===== config.mk =====
export PLATFORM = sky130hd
export DESIGN_NAME = animated_affine_vertex_transform
export DESIGN_NICKNAME = d
export VERILOG_FILES = /design/src/rtl/core/aavt_pkg.sv /design/src/rtl/core/aavt_regs.sv /design/src/rtl/core/aavt_ctrl.sv /design/src/rtl/core/aavt_dp.sv /design/src/rtl/core/animated_affine_vertex_transform.sv
export SDC_FILE = /design/constraint.sdc
export NUM_CORES = 2
export LEC_CHECK = 0
export CORE_MARGIN = 1
export CORE_UTILIZATION = 50
export CTS_CLUSTER_SIZE = 8
export DETAILED_ROUTE_END_ITERATION = 7
export DONT_BUFFER_PORTS = 1
export GPL_TIMING_DRIVEN = 0
export PLACE_DENSITY = 0.66
export SYNTH_ARGS = -nofsm -noshare
export SYNTH_HDL_FRONTEND = slang
export SYNTH_SLANG_ARGS = --single-unit

===== constraint.sdc =====
create_clock -name clk -period 13.35 [get_ports clk]
set_clock_uncertainty 0.15 [all_clocks]
set_input_delay 2.0025 -clock clk [delete_from_list [all_inputs] [get_ports clk]]
set_output_delay 2.0025 -clock clk [all_outputs]
set_load 0.01 [all_outputs]

===== src/rtl/core/aavt_pkg.sv =====
// ----------------------------------------------------------------------------
// aavt_pkg
// Shared types, constants and fixed-point helpers of the animated affine
// vertex transform: word format, config and payload structs, datapath codes.
// ----------------------------------------------------------------------------
package aavt_pkg;

	// number format
	localparam int FRAC_BITS = 16;
	localparam int WORD_BITS = 24;
	localparam int IO_BITS = 24;
	// multiplier operand a carries either a word or a vertex coordinate
	localparam int MUL_A_BITS = (WORD_BITS > IO_BITS) ? WORD_BITS : IO_BITS;
	localparam int PROD_BITS = MUL_A_BITS + WORD_BITS;

	typedef logic signed [WORD_BITS-1:0] word_t;
	typedef logic signed [IO_BITS-1:0] io_t;
	typedef logic signed [MUL_A_BITS-1:0] mul_a_t;
	typedef logic signed [PROD_BITS-1:0] prod_t;
	typedef logic signed [WORD_BITS:0] wsum_t;

	localparam word_t WORD_MAX = {1'b0, {(WORD_BITS-1){1'b1}}};
	localparam word_t WORD_MIN = {1'b1, {(WORD_BITS-1){1'b0}}};
	localparam io_t IO_MAX = {1'b0, {(IO_BITS-1){1'b1}}};
	localparam io_t IO_MIN = {1'b1, {(IO_BITS-1){1'b0}}};
	localparam word_t ONE_Q = word_t'(1) << FRAC_BITS;

	// configuration registers
	localparam int CFG_DATA_BITS = 32;
	localparam int CFG_ADDR_BITS = 5;
	localparam int CFG_INDEX_BITS = 3;

	localparam logic [CFG_INDEX_BITS-1:0] REG_OFFSET_STEP = 3'd0;
	localparam logic [CFG_INDEX_BITS-1:0] REG_STEP_COSINE = 3'd1;
	localparam logic [CFG_INDEX_BITS-1:0] REG_STEP_SINE = 3'd2;
	localparam logic [CFG_INDEX_BITS-1:0] REG_SCALE_STEP = 3'd3;
	localparam logic [CFG_INDEX_BITS-1:0] REG_SCALE_LOW = 3'd4;
	localparam logic [CFG_INDEX_BITS-1:0] REG_SCALE_HIGH = 3'd5;

	typedef struct packed {
		logic signed [23:0] offset_step;
		logic signed [17:0] step_cosine;
		logic signed [17:0] step_sine;
		logic [16:0] scale_step;
		logic [22:0] scale_low;
		logic [22:0] scale_high;
	} cfg_t;

	localparam logic signed [23:0] RST_OFFSET_STEP = 24'sd66;
	localparam logic signed [17:0] RST_STEP_COSINE = 18'sd65526;
	localparam logic signed [17:0] RST_STEP_SINE = 18'sd1144;
	localparam logic [16:0] RST_SCALE_STEP = 17'd655;
	localparam logic [22:0] RST_SCALE_LOW = 23'd45875;
	localparam logic [22:0] RST_SCALE_HIGH = 23'd85197;

	// payload
	typedef struct packed {
		logic mode;
		io_t vertex_x;
		io_t vertex_y;
	} item_t;

	typedef struct packed {
		io_t out_x;
		io_t out_y;
	} result_t;

	localparam logic MODE_TICK = 1'b0;
	localparam logic MODE_VERTEX = 1'b1;

	// multiplier operand pairs
	localparam logic [2:0] MUL_NONE = 3'd0;
	localparam logic [2:0] MUL_AC_BS = 3'd1;
	localparam logic [2:0] MUL_AS_BC = 3'd2;
	localparam logic [2:0] MUL_CC_DS = 3'd3;
	localparam logic [2:0] MUL_CS_DC = 3'd4;
	localparam logic [2:0] MUL_XS_YS = 3'd5;
	localparam logic [2:0] MUL_ASX_BSY = 3'd6;
	localparam logic [2:0] MUL_CSX_DSY = 3'd7;

	// what the registered products are combined into
	localparam logic [2:0] CMB_NONE = 3'd0;
	localparam logic [2:0] CMB_NA = 3'd1;
	localparam logic [2:0] CMB_NB = 3'd2;
	localparam logic [2:0] CMB_NC = 3'd3;
	localparam logic [2:0] CMB_ND = 3'd4;
	localparam logic [2:0] CMB_SXY = 3'd5;
	localparam logic [2:0] CMB_OX = 3'd6;
	localparam logic [2:0] CMB_OY = 3'd7;

	typedef struct packed {
		logic load_item;
		logic [2:0] mul_sel;
		logic [2:0] cmb;
	} dp_cmd_t;

	typedef struct packed {
		logic out_free;
	} dp_status_t;

	// floor of product / 2^FRAC_BITS, saturated to the word range
	function automatic word_t sat_prod(input prod_t p);
		prod_t sh;
		logic all_one;
		logic all_zero;
		sh = p >>> FRAC_BITS;
		all_one = &sh[PROD_BITS-1:WORD_BITS-1];
		all_zero = ~|sh[PROD_BITS-1:WORD_BITS-1];
		if (all_one || all_zero) begin
			return sh[WORD_BITS-1:0];
		end else begin
			return sh[PROD_BITS-1] ? WORD_MIN : WORD_MAX;
		end
	endfunction

	// one bit of growth back to the word range
	function automatic word_t sat_sum(input wsum_t s);
		if (s[WORD_BITS] != s[WORD_BITS-1]) begin
			return s[WORD_BITS] ? WORD_MIN : WORD_MAX;
		end else begin
			return s[WORD_BITS-1:0];
		end
	endfunction

	function automatic wsum_t ext_word(input word_t w);
		return {w[WORD_BITS-1], w};
	endfunction

	// word to output range
	function automatic io_t clamp_io(input word_t w);
		logic all_one;
		logic all_zero;
		all_one = &w[WORD_BITS-1:IO_BITS-1];
		all_zero = ~|w[WORD_BITS-1:IO_BITS-1];
		if (all_one || all_zero) begin
			return w[IO_BITS-1:0];
		end else begin
			return w[WORD_BITS-1] ? IO_MIN : IO_MAX;
		end
	endfunction

endpackage


===== src/rtl/core/aavt_regs.sv =====
// ----------------------------------------------------------------------------
// aavt_regs
// APB-style register file holding the animation step settings.
// ----------------------------------------------------------------------------
module aavt_regs (
	input  logic clk,
	input  logic arst_n,
	input  logic psel,
	input  logic penable,
	input  logic pwrite,
	input  logic [aavt_pkg::CFG_ADDR_BITS-1:0] paddr,
	input  logic [aavt_pkg::CFG_DATA_BITS-1:0] pwdata,
	output logic [aavt_pkg::CFG_DATA_BITS-1:0] prdata,
	output logic pready,
	output aavt_pkg::cfg_t cfg
);

	aavt_pkg::cfg_t cfg_q;
	logic [aavt_pkg::CFG_INDEX_BITS-1:0] index;
	logic wr_en;

	assign index = paddr[aavt_pkg::CFG_ADDR_BITS-1:2];
	assign wr_en = psel && penable && pwrite;
	assign pready = 1'b1;
	assign cfg = cfg_q;

	always_ff @(posedge clk or negedge arst_n) begin
		if (!arst_n) begin
			cfg_q.offset_step <= aavt_pkg::RST_OFFSET_STEP;
			cfg_q.step_cosine <= aavt_pkg::RST_STEP_COSINE;
			cfg_q.step_sine <= aavt_pkg::RST_STEP_SINE;
			cfg_q.scale_step <= aavt_pkg::RST_SCALE_STEP;
			cfg_q.scale_low <= aavt_pkg::RST_SCALE_LOW;
			cfg_q.scale_high <= aavt_pkg::RST_SCALE_HIGH;
		end else if (wr_en) begin
			unique case (index)
				aavt_pkg::REG_OFFSET_STEP: cfg_q.offset_step <= pwdata[23:0];
				aavt_pkg::REG_STEP_COSINE: cfg_q.step_cosine <= pwdata[17:0];
				aavt_pkg::REG_STEP_SINE: cfg_q.step_sine <= pwdata[17:0];
				aavt_pkg::REG_SCALE_STEP: cfg_q.scale_step <= pwdata[16:0];
				aavt_pkg::REG_SCALE_LOW: cfg_q.scale_low <= pwdata[22:0];
				aavt_pkg::REG_SCALE_HIGH: cfg_q.scale_high <= pwdata[22:0];
				default: ;
			endcase
		end
	end

	always_comb begin
		unique case (index)
			aavt_pkg::REG_OFFSET_STEP: prdata = 32'(cfg_q.offset_step);
			aavt_pkg::REG_STEP_COSINE: prdata = 32'(cfg_q.step_cosine);
			aavt_pkg::REG_STEP_SINE: prdata = 32'(cfg_q.step_sine);
			aavt_pkg::REG_SCALE_STEP: prdata = 32'(cfg_q.scale_step);
			aavt_pkg::REG_SCALE_LOW: prdata = 32'(cfg_q.scale_low);
			aavt_pkg::REG_SCALE_HIGH: prdata = 32'(cfg_q.scale_high);
			default: prdata = '0;
		endcase
	end

endmodule


===== src/rtl/core/aavt_ctrl.sv =====
// ----------------------------------------------------------------------------
// aavt_ctrl
// Sequencer for tick and vertex items: steps the shared multiplier pair
// through its operand schedule and tells the datapath where results go.
// ----------------------------------------------------------------------------
module aavt_ctrl (
	input  logic clk,
	input  logic arst_n,
	input  logic item_valid,
	input  logic item_mode,
	output logic item_ready,
	input  aavt_pkg::dp_status_t status,
	output aavt_pkg::dp_cmd_t cmd
);

	localparam logic [3:0] ST_IDLE = 4'd0;
	localparam logic [3:0] ST_T1 = 4'd1;
	localparam logic [3:0] ST_T2 = 4'd2;
	localparam logic [3:0] ST_T3 = 4'd3;
	localparam logic [3:0] ST_T4 = 4'd4;
	localparam logic [3:0] ST_T5 = 4'd5;
	localparam logic [3:0] ST_V1 = 4'd6;
	localparam logic [3:0] ST_V2 = 4'd7;
	localparam logic [3:0] ST_V3 = 4'd8;
	localparam logic [3:0] ST_V4 = 4'd9;
	localparam logic [3:0] ST_V5 = 4'd10;

	logic [3:0] state_q;
	logic [3:0] state_next;
	logic accept;

	assign item_ready = (state_q == ST_IDLE);
	assign accept = item_valid && item_ready;

	always_comb begin
		state_next = state_q;
		cmd.load_item = accept;
		cmd.mul_sel = aavt_pkg::MUL_NONE;
		cmd.cmb = aavt_pkg::CMB_NONE;
		unique case (state_q)
			ST_IDLE: begin
				if (accept) begin
					state_next = (item_mode == aavt_pkg::MODE_VERTEX) ? ST_V1 : ST_T1;
				end
			end
			ST_T1: begin
				cmd.mul_sel = aavt_pkg::MUL_AC_BS;
				state_next = ST_T2;
			end
			ST_T2: begin
				cmd.mul_sel = aavt_pkg::MUL_AS_BC;
				cmd.cmb = aavt_pkg::CMB_NA;
				state_next = ST_T3;
			end
			ST_T3: begin
				cmd.mul_sel = aavt_pkg::MUL_CC_DS;
				cmd.cmb = aavt_pkg::CMB_NB;
				state_next = ST_T4;
			end
			ST_T4: begin
				cmd.mul_sel = aavt_pkg::MUL_CS_DC;
				cmd.cmb = aavt_pkg::CMB_NC;
				state_next = ST_T5;
			end
			ST_T5: begin
				cmd.cmb = aavt_pkg::CMB_ND;
				state_next = ST_IDLE;
			end
			ST_V1: begin
				cmd.mul_sel = aavt_pkg::MUL_XS_YS;
				state_next = ST_V2;
			end
			ST_V2: begin
				cmd.cmb = aavt_pkg::CMB_SXY;
				state_next = ST_V3;
			end
			ST_V3: begin
				cmd.mul_sel = aavt_pkg::MUL_ASX_BSY;
				state_next = ST_V4;
			end
			ST_V4: begin
				cmd.mul_sel = aavt_pkg::MUL_CSX_DSY;
				cmd.cmb = aavt_pkg::CMB_OX;
				state_next = ST_V5;
			end
			ST_V5: begin
				// hold until the output register can take the result
				if (status.out_free) begin
					cmd.cmb = aavt_pkg::CMB_OY;
					state_next = ST_IDLE;
				end
			end
			default: state_next = ST_IDLE;
		endcase
	end

	always_ff @(posedge clk or negedge arst_n) begin
		if (!arst_n) begin
			state_q <= ST_IDLE;
		end else begin
			state_q <= state_next;
		end
	end

endmodule


===== src/rtl/core/aavt_dp.sv =====
// ----------------------------------------------------------------------------
// aavt_dp
// Datapath: animation state, two shared multipliers with registered
// products, the floor/saturate/add stage and the output register.
// ----------------------------------------------------------------------------
module aavt_dp (
	input  logic clk,
	input  logic arst_n,
	input  aavt_pkg::cfg_t cfg,
	input  aavt_pkg::item_t item,
	input  aavt_pkg::dp_cmd_t cmd,
	output aavt_pkg::dp_status_t status,
	output logic result_valid,
	input  logic result_ready,
	output aavt_pkg::result_t result
);

	// animation state
	aavt_pkg::word_t x_offset_q;
	aavt_pkg::word_t rot_a_q;
	aavt_pkg::word_t rot_b_q;
	aavt_pkg::word_t rot_c_q;
	aavt_pkg::word_t rot_d_q;
	aavt_pkg::word_t scale_factor_q;
	aavt_pkg::word_t scale_tracker_q;
	logic growing_q;

	// per-item working registers
	aavt_pkg::io_t x_q;
	aavt_pkg::io_t y_q;
	aavt_pkg::word_t sx_q;
	aavt_pkg::word_t sy_q;
	aavt_pkg::word_t na_q;
	aavt_pkg::word_t nb_q;
	aavt_pkg::word_t nc_q;
	aavt_pkg::word_t ox_q;
	aavt_pkg::prod_t p0_q;
	aavt_pkg::prod_t p1_q;

	logic result_valid_q;
	aavt_pkg::result_t result_q;

	aavt_pkg::mul_a_t mul0_a;
	aavt_pkg::mul_a_t mul1_a;
	aavt_pkg::word_t mul0_b;
	aavt_pkg::word_t mul1_b;
	aavt_pkg::prod_t p0;
	aavt_pkg::prod_t p1;
	aavt_pkg::word_t m0;
	aavt_pkg::word_t m1;
	aavt_pkg::word_t sum_add;
	aavt_pkg::word_t sum_sub;
	aavt_pkg::word_t ox_full;
	aavt_pkg::word_t cos_w;
	aavt_pkg::word_t sin_w;
	aavt_pkg::word_t offset_next;
	aavt_pkg::word_t factor_next;
	aavt_pkg::word_t tracker_next;
	logic growing_next;
	aavt_pkg::wsum_t scale_step_ext;
	aavt_pkg::wsum_t tracker_ext;

	assign cos_w = aavt_pkg::WORD_BITS'(cfg.step_cosine);
	assign sin_w = aavt_pkg::WORD_BITS'(cfg.step_sine);

	// operand schedule
	always_comb begin
		mul0_a = '0;
		mul0_b = '0;
		mul1_a = '0;
		mul1_b = '0;
		unique case (cmd.mul_sel)
			aavt_pkg::MUL_AC_BS: begin
				mul0_a = aavt_pkg::MUL_A_BITS'(rot_a_q);
				mul0_b = cos_w;
				mul1_a = aavt_pkg::MUL_A_BITS'(rot_b_q);
				mul1_b = sin_w;
			end
			aavt_pkg::MUL_AS_BC: begin
				mul0_a = aavt_pkg::MUL_A_BITS'(rot_a_q);
				mul0_b = sin_w;
				mul1_a = aavt_pkg::MUL_A_BITS'(rot_b_q);
				mul1_b = cos_w;
			end
			aavt_pkg::MUL_CC_DS: begin
				mul0_a = aavt_pkg::MUL_A_BITS'(rot_c_q);
				mul0_b = cos_w;
				mul1_a = aavt_pkg::MUL_A_BITS'(rot_d_q);
				mul1_b = sin_w;
			end
			aavt_pkg::MUL_CS_DC: begin
				mul0_a = aavt_pkg::MUL_A_BITS'(rot_c_q);
				mul0_b = sin_w;
				mul1_a = aavt_pkg::MUL_A_BITS'(rot_d_q);
				mul1_b = cos_w;
			end
			aavt_pkg::MUL_XS_YS: begin
				mul0_a = aavt_pkg::MUL_A_BITS'(x_q);
				mul0_b = scale_factor_q;
				mul1_a = aavt_pkg::MUL_A_BITS'(y_q);
				mul1_b = scale_factor_q;
			end
			aavt_pkg::MUL_ASX_BSY: begin
				mul0_a = aavt_pkg::MUL_A_BITS'(rot_a_q);
				mul0_b = sx_q;
				mul1_a = aavt_pkg::MUL_A_BITS'(rot_b_q);
				mul1_b = sy_q;
			end
			aavt_pkg::MUL_CSX_DSY: begin
				mul0_a = aavt_pkg::MUL_A_BITS'(rot_c_q);
				mul0_b = sx_q;
				mul1_a = aavt_pkg::MUL_A_BITS'(rot_d_q);
				mul1_b = sy_q;
			end
			default: ;
		endcase
	end

	assign p0 = mul0_a * mul0_b;
	assign p1 = mul1_a * mul1_b;

	always_ff @(posedge clk) begin
		if (cmd.mul_sel != aavt_pkg::MUL_NONE) begin
			p0_q <= p0;
			p1_q <= p1;
		end
	end

	// floor, saturate, combine
	assign m0 = aavt_pkg::sat_prod(p0_q);
	assign m1 = aavt_pkg::sat_prod(p1_q);
	assign sum_add = aavt_pkg::sat_sum(aavt_pkg::ext_word(m0) + aavt_pkg::ext_word(m1));
	assign sum_sub = aavt_pkg::sat_sum(aavt_pkg::ext_word(m0) - aavt_pkg::ext_word(m1));
	assign ox_full = aavt_pkg::sat_sum(aavt_pkg::ext_word(sum_add)
		+ aavt_pkg::ext_word(x_offset_q));

	// offset and scale step of a tick
	assign scale_step_ext = aavt_pkg::wsum_t'(cfg.scale_step);

	always_comb begin
		offset_next = aavt_pkg::sat_sum(aavt_pkg::ext_word(x_offset_q)
			+ aavt_pkg::wsum_t'(cfg.offset_step));
		if (growing_q) begin
			factor_next = aavt_pkg::sat_sum(aavt_pkg::ext_word(scale_factor_q) + scale_step_ext);
			tracker_next = aavt_pkg::sat_sum(aavt_pkg::ext_word(scale_tracker_q)
				+ scale_step_ext);
		end else begin
			factor_next = aavt_pkg::sat_sum(aavt_pkg::ext_word(scale_factor_q) - scale_step_ext);
			tracker_next = aavt_pkg::sat_sum(aavt_pkg::ext_word(scale_tracker_q)
				- scale_step_ext);
		end
		tracker_ext = aavt_pkg::ext_word(tracker_next);
		// only the bound of the current direction is checked
		if (growing_q) begin
			growing_next = !(tracker_ext >= $signed(aavt_pkg::wsum_t'(cfg.scale_high)));
		end else begin
			growing_next = (tracker_ext <= $signed(aavt_pkg::wsum_t'(cfg.scale_low)));
		end
	end

	always_ff @(posedge clk) begin
		if (cmd.load_item) begin
			x_q <= item.vertex_x;
			y_q <= item.vertex_y;
		end
		unique case (cmd.cmb)
			aavt_pkg::CMB_NA: na_q <= sum_sub;
			aavt_pkg::CMB_NB: nb_q <= sum_add;
			aavt_pkg::CMB_NC: nc_q <= sum_sub;
			aavt_pkg::CMB_SXY: begin
				sx_q <= m0;
				sy_q <= m1;
			end
			aavt_pkg::CMB_OX: ox_q <= ox_full;
			default: ;
		endcase
	end

	always_ff @(posedge clk or negedge arst_n) begin
		if (!arst_n) begin
			x_offset_q <= '0;
			rot_a_q <= aavt_pkg::ONE_Q;
			rot_b_q <= '0;
			rot_c_q <= '0;
			rot_d_q <= aavt_pkg::ONE_Q;
			scale_factor_q <= aavt_pkg::ONE_Q;
			scale_tracker_q <= aavt_pkg::WORD_BITS'(aavt_pkg::RST_SCALE_LOW);
			growing_q <= 1'b1;
		end else if (cmd.cmb == aavt_pkg::CMB_ND) begin
			x_offset_q <= offset_next;
			rot_a_q <= na_q;
			rot_b_q <= nb_q;
			rot_c_q <= nc_q;
			rot_d_q <= sum_add;
			scale_factor_q <= factor_next;
			scale_tracker_q <= tracker_next;
			growing_q <= growing_next;
		end
	end

	// output register
	always_ff @(posedge clk or negedge arst_n) begin
		if (!arst_n) begin
			result_valid_q <= 1'b0;
		end else if (cmd.cmb == aavt_pkg::CMB_OY) begin
			result_valid_q <= 1'b1;
		end else if (result_ready) begin
			result_valid_q <= 1'b0;
		end
	end

	always_ff @(posedge clk) begin
		if (cmd.cmb == aavt_pkg::CMB_OY) begin
			result_q.out_x <= aavt_pkg::clamp_io(ox_q);
			result_q.out_y <= aavt_pkg::clamp_io(sum_add);
		end
	end

	assign status.out_free = !result_valid_q || result_ready;
	assign result_valid = result_valid_q;
	assign result = result_q;

endmodule


===== src/rtl/core/animated_affine_vertex_transform.sv =====
// ----------------------------------------------------------------------------
// animated_affine_vertex_transform
// Signed Q8.16 2D vertex transform with per-tick animation of offset,
// rotation and scale; vertices get translate * rotate * scale.
// ----------------------------------------------------------------------------
//  channel   handshake                          payload
//  item      item_valid / item_ready            item_t: mode, vertex_x, vertex_y
//  result    result_valid / result_ready        result_t: out_x, out_y
//  config    psel, penable, pwrite, pready      paddr, pwdata, prdata
//
//  one item at a time through a shared pair of multipliers: a tick runs from its
//  accept beat through four product pairs and then the final combine; a vertex
//  waits before its final combine for as long as the output register is not free.
//  item_ready is high only while the sequencer is idle; a pending result beat
//  does not block the next item until its own result is ready to load.
//  reset restores the register defaults and the start of the animation.
// ----------------------------------------------------------------------------
module animated_affine_vertex_transform (
	input  logic clk,
	input  logic arst_n,
	input  logic item_valid,
	output logic item_ready,
	input  aavt_pkg::item_t item,
	output logic result_valid,
	input  logic result_ready,
	output aavt_pkg::result_t result,
	input  logic psel,
	input  logic penable,
	input  logic pwrite,
	input  logic [aavt_pkg::CFG_ADDR_BITS-1:0] paddr,
	input  logic [aavt_pkg::CFG_DATA_BITS-1:0] pwdata,
	output logic [aavt_pkg::CFG_DATA_BITS-1:0] prdata,
	output logic pready
);

	aavt_pkg::cfg_t cfg;
	aavt_pkg::dp_cmd_t cmd;
	aavt_pkg::dp_status_t status;

	aavt_regs u_regs (
		.clk     (clk),
		.arst_n  (arst_n),
		.psel    (psel),
		.penable (penable),
		.pwrite  (pwrite),
		.paddr   (paddr),
		.pwdata  (pwdata),
		.prdata  (prdata),
		.pready  (pready),
		.cfg     (cfg)
	);

	aavt_ctrl u_ctrl (
		.clk        (clk),
		.arst_n     (arst_n),
		.item_valid (item_valid),
		.item_mode  (item.mode),
		.item_ready (item_ready),
		.status     (status),
		.cmd        (cmd)
	);

	aavt_dp u_dp (
		.clk          (clk),
		.arst_n       (arst_n),
		.cfg          (cfg),
		.item         (item),
		.cmd          (cmd),
		.status       (status),
		.result_valid (result_valid),
		.result_ready (result_ready),
		.result       (result)
	);

endmodule

* Word-level counts from Yosys, hierarchy flattened *
Index checks and enable logic that the tools add are counted.

word-level totals
  register bits after elaboration = 633
  bits of input ports = 93
  output and inout port bits = 83
  logic and storage cells = 146

operators by class
  $add $sub $neg = 8
  multipliers = 2
  order comparisons = 2
  equality and inequality tests = 39
  mux-type cells = 37
  reductions and logical operators = 30

operators by type and width
  operator                                                          count
  24-bit 2-to-1 mux                                                 22
  24-bit one-hot mux with 4 select lines                            2
  32-bit one-hot mux with 6 select lines                            1
  24-bit one-hot mux with 3 select lines                            2
  24-bit by 24-bit multiplier with 48-bit output                    2
  24-bit by 24-bit adder with 25-bit output                         3
  24-bit by 18-bit adder with 25-bit output                         2
  24-bit by 18-bit subtractor with 25-bit output                    2
  3-bit one-hot mux with 7 select lines                             2
  4-bit one-hot mux with 10 select lines                            1
  3-bit == test (second input constant)                             10
  24-bit by 24-bit subtractor with 25-bit output                    1
  24-bit greater-or-equal comparator                                1
  24-bit <= comparator                                              1
  3-bit by 2-bit == test with 1-bit output (second input constant)  6
  9-bit AND reduction                                               2
  9-bit OR reduction                                                2
  4-bit by 3-bit == test with 1-bit output (second input constant)  4
  2-bit AND reduction                                               7
  4-bit == test (second input constant)                             3
  3-bit by 1-bit == test with 1-bit output (second input constant)  3
  4-bit by 2-bit == test with 1-bit output (second input constant)  2
  4-bit 2-to-1 mux                                                  2
  1-bit != test                                                     8
  other kinds (13)                                                  27

* Logic depth before layout (Yosys ltp) *
  depth in word-level cells = 10
  depth in mapped cells = 36
  gate-level depth less buffers = 31

* Hierarchy *
A second synthesis with hierarchy kept.

unflattened totals
  cells, all modules = 8203
  area, all modules = 77790.9 µm²

modules (own cells, without submodules)
  module     instances  cells each  area an instance (µm²)  seq. area each (µm²)
  aavt_dp    1          7726        71482.3                 13399.1
  aavt_regs  1          427         5909.4                  3134.3
  aavt_ctrl  1          50          399.1                   100.1

* Worst setup path before layout *
OpenSTA, ideal clock, no wires.

  kind = register to register
  from = reg u_ctrl.state_q[0]
  to = reg u_dp.p0_q[41] (data pin)
  library setup time = 0.260 ns
  arrival time = 8.711 ns
  data required time = 12.940 ns
  path slack = 4.229 ns
  stages on the path, launching flop included = 35
  buffers on the path = 5
  clock period less this slack = 9.121 ns
  cell sequence = dfrtp_1 -> clkbuf_1 -> clkbuf_1 -> nor3b_1 -> clkbuf_1 -> clkbuf_1 -> nand2_1 -> nand4_1 -> clkbuf_1 -> nand2_1 -> fa_1 -> inv_1 -> fa_1 -> inv_1 -> fa_1 -> inv_1 -> fa_1 -> inv_1 -> fa_1 -> inv_1 -> fa_1 -> inv_1 -> fa_1 -> inv_1 -> ha_1 -> a21oi_1 -> o21ai_0 -> a21boi_0 -> a22oi_1 -> o2111ai_1 -> o31a_1 -> o311a_1 -> o31a_1 -> o21ai_2 -> xor2_1

on the way
  word-level cells in the longest chain between the ends = 6
  elaborated cells on any way between the ends = 23

RTL lines
  item                                                                                                     line              source
  start, declared                                                                                          aavt_ctrl.sv:28   logic [3:0] state_q;
  start signal, assigned                                                                                   aavt_ctrl.sv:101  state_q <= state_next;
  4-bit == test, or another cell as far along                                                              aavt_ctrl.sv:40   unique case (state_q)
  3-bit one-hot mux with 7 select lines (*)                                                                aavt_ctrl.sv:40
  3-bit by 2-bit == test with 1-bit output, or another cell as far along                                   aavt_dp.sv:72     unique case (cmd.mul_sel)
  3-bit OR reduction (no line) / 2-bit OR reduction (equally long branches)                                n/a
  24-bit one-hot mux with 3 select lines / 24-bit one-hot mux with 4 select lines (equally long branches)  aavt_dp.sv:72
  24-bit by 24-bit multiplier with 48-bit output (*)                                                       aavt_dp.sv:119    assign p0 = mul0_a * mul0_b;
  named net u_dp.p0[41]                                                                                    aavt_dp.sv:47     aavt_pkg::prod_t p0;
  end signal, assigned                                                                                     aavt_dp.sv:124    p0_q <= p0;
  end, declared                                                                                            aavt_dp.sv:37     aavt_pkg::prod_t p0_q;

Mark *: on every way through the listed nets, which the timed path passes. The rest lies on a longest branch.
A chain may end at the register's enable or synchronous reset.

* Final worst setup path *
  from = reg u_ctrl.state_q[1]
  to = reg u_dp.p0_q[47] (data pin)

The elaborated chain is that of the path after synthesis.

==> metrics.md <==
| Metric | Value |
|---|---|
| Outcome | `finished with violations` |
| Failing checks | `slew limit` |
| Synth cell types | `96` |
| Slew HR | `-8.24%` |
| Worst path max stage delay | `1040 ps` |
| RSZ-0062 raised after global routing | `no` |
| Cell mode on critical path | `fa_1` |
| Maxcap violations | `0` |
| Final Wtd Congestion | `1.04` |
| Crit. End Element | `register` |
| Worst Hold Class | `register to register` |
| Crit path arrival time | `13320 ps` |
| CP top delay family | `adder cells` |
| TritonCTS buffer count | `88` |
| Max Transition Viols Final | `10` |
| Die height | `390 um` |
| Setup TNS | `0 ps` |
| Synth-to-Final Area Change | `7.58%` |
| Buffers & Inverters on Critical Path | `9` |
| HPWL after detailed placement | `228000 um` |
| Vias per cell | `5.93` |
| Mapped Cells | `8061` |
| Antenna violations before repair | `12` |
| Commonest cells after routing, fill and taps aside | `inv_1, nand2_1, fa_1, nor2_1, ha_1` |
| Max Fanout on Critical Path | `10` |
| Hold Vio Cnt, Final | `0` |
| Port Buf Inserts | `0` |
| All-layer global routing usage | `37.6%` |
| Total setup buffers inserted after CTS | `0` |
| Nets@finish | `9966` |
| Drt pass-1 iters | `8` |
| Crit start category | `register` |
| CORE AREA | `148000 sq um` |
| # setup viols final | `0` |
| Global-route wire length before repair | `413000 um` |
| Number of global-route vias before repair | `62300` |
| Part of the cycle the worst path needs | `97.9%` |
| CTS tree | `built` |
| Die area | `152000 sq um` |
| Final wirelength | `280000 um` |
| Share of layout cells above drive strength 1 | `4.47%` |
| Ys async rst share | `49.4%` |
| Site Rows | `141` |
| Shortest period the worst path allows | `13070 ps` |
| DRC | `0` |
| Most common cell after layout, fill and taps aside | `inv_1` |
| Post-synth EDFFs | `304` |
| Mapped Avg Cell Area | `9.32 sq um` |
| Most used DFF post-synth | `edfxtp_1` |
| Clock Sink Count | `601` |
| Reg clk slew, reported paths | `50 ps` |
| Worst-Skew Late Latency | `720 ps` |
| F_max | `76.5 MHz` |
| Largest area contributor in the netlist | `fa_1` |
| Yosys reg bits | `601` |
| Total number of vias | `60900` |
| Critical path class | `register to register` |
| Synth top area share | `32.5%` |
| Remaining antenna violation count | `0` |
| Horiz. Die Dim | `390 um` |
| H-tree depth | `3` |
| Yosys warns | `0` |
| Worst slew pin tran | `1620 ps` |
| Iteration-0 DRC Markers | `6495` |
| Initial core utilization | `50.6%` |
| Total gr overflow | `0` |
| Max Buffers Root-to-Sink | `3` |
| Net Count, Synth | `9844` |
| CTS Root Cell | `clkbuf_16` |
| Largest net degree at the start of global routing | `298` |
| Cell Area, Synth | `75100 sq um` |
| Largest cells by area after synthesis | `fa_1, edfxtp_1, dfrtp_1` |
| IO Pins | `176` |
| Avg WL per Cell | `27.3 um` |
| Critical path data required time | `13600 ps` |
| Post-synthesis sequential area ratio | `22.1%` |
| Slowest cell on crit path | `a211oi_1` |
cells in the mapped netlist (17+ instances only):
| master | count |
|---|---|
| nand2b_1 | 49 |
| and3_1 | 24 |
| nor4_1 | 20 |
| clkbuf_1 | 339 |
| dfrtp_1 | 239 |
| dfstp_2 | 58 |
| a211oi_1 | 38 |
| ha_1 | 470 |
| buf_1 | 23 |
| xor2_1 | 56 |
| nand3_1 | 50 |
| and2_1 | 91 |
| edfxtp_1 | 304 |
| or2_2 | 17 |
| a31oi_1 | 28 |
| nor2_1 | 546 |
| nor3_1 | 41 |
| mux2_2 | 94 |
| a221o_1 | 31 |
| xnor2_1 | 147 |
| a21o_1 | 132 |
| nand4_1 | 37 |
| a21oi_1 | 292 |
| o21a_1 | 31 |
| nor2b_1 | 43 |
| fa_1 | 1220 |
| nand2_1 | 1381 |
| inv_1 | 1477 |
| o21bai_1 | 45 |
| o21ai_0 | 285 |
| o211ai_1 | 18 |
| a22oi_1 | 82 |
| and4_1 | 17 |
| a221oi_1 | 47 |
stage by stage:
step	cells	cell area [sq um]	hold slack [ps]	setup slack [ps]	util, %
global placement	10100	77600	254	396	52.3
CTS	10300	80700	258	152	54.4
finish	10300	80800	264	280	54.5
global route	10300	80800	275	79.8	54.4
floorplan	8061	75100	250	4230	-
detailed placement	10100	78100	255	216	52.6
worst register-to-register path, delay by kind of cell (launching register included):
kind	cells	cell delay, ps
adders and majority gates	8	3880
AOI/OAI and AO/OA	7	3850
buffers and inverters	9	3010
and+or+nand+nor	6	1280
DFF	1	370
xor gates and xnor gates	2	280
final timing paths:
path	from	end	slack, ps	cells after the start
max reg2reg	u_ctrl.state_q[1]$_DFFE_PN0P_	u_dp.p0_q[47]$_DFFE_PP_	280	32
max	u_ctrl.state_q[1]$_DFFE_PN0P_	u_dp.p0_q[47]$_DFFE_PP_	280	32
min in group asynchronous	arst_n	u_regs.cfg[122]$_DFFE_PN0P_	880	0
min reg2reg	u_dp.nc_q[13]$_DFFE_PN_	u_dp.rot_c_q[13]$_DFFE_PN0N_	260	2
min	u_dp.nc_q[13]$_DFFE_PN_	u_dp.rot_c_q[13]$_DFFE_PN0N_	260	2
max in group asynchronous	arst_n	u_dp.rot_c_q[23]$_DFFE_PN0N_	11590	0
flip-flops by register name, summed over array words and instances, names as in the netlist, 32 cells and up:
| name | cells |
|---|---|
| u_dp.p0_q | 32 |
| u_regs.cfg | 123 |
| u_dp.p1_q | 32 |
| u_dp.result | 48 |
cell families after synthesis:
logic type,after synthesis,share of synthesized area [%]
xor gates and xnor gates,203,2.37
adders and majority gates,1698,40.5
other,1,0.00499
and+or+nand+nor,2385,13.5
AOI/OAI and AO/OA,1217,10.7
DFF,601,22.1
muxes,101,1.50
buffers and inverters,1855,9.33
repair_timing:
item / in CTS / in global routing
gates resized for setup: 0 / 3
hold buffers: 0 / 0
setup endpoints to repair: 0 / 6
metal layers:
layer / GRT usage [%] / part of all wire (%) / vias to the layer above
li1: - / - / 25800
met1: 48.6 / 38 / 30700
met2: 58.0 / 44 / 3471
met3: 9.53 / 11 / 849
met4: 20.3 / 6.6 / 8
met5: 0 / 0.016 / -
final cells by class:
cell class | instances | area [sq um]
antenna | 10 | 25.0
buffer | 376 | 1450
clock buffer | 151 | 2510
clock inverter | 11 | 166
fill | 13600 | 67600
inverter | 1479 | 5550
multi-input combinational | 5605 | 51600
sequential | 601 | 16600
tap | 2002 | 2500
timing repair buffer | 32 | 344
Power is left out: the tool's default activity adds up to more than one toggle a clock period on the data nets, which glitch-free logic cannot reach.
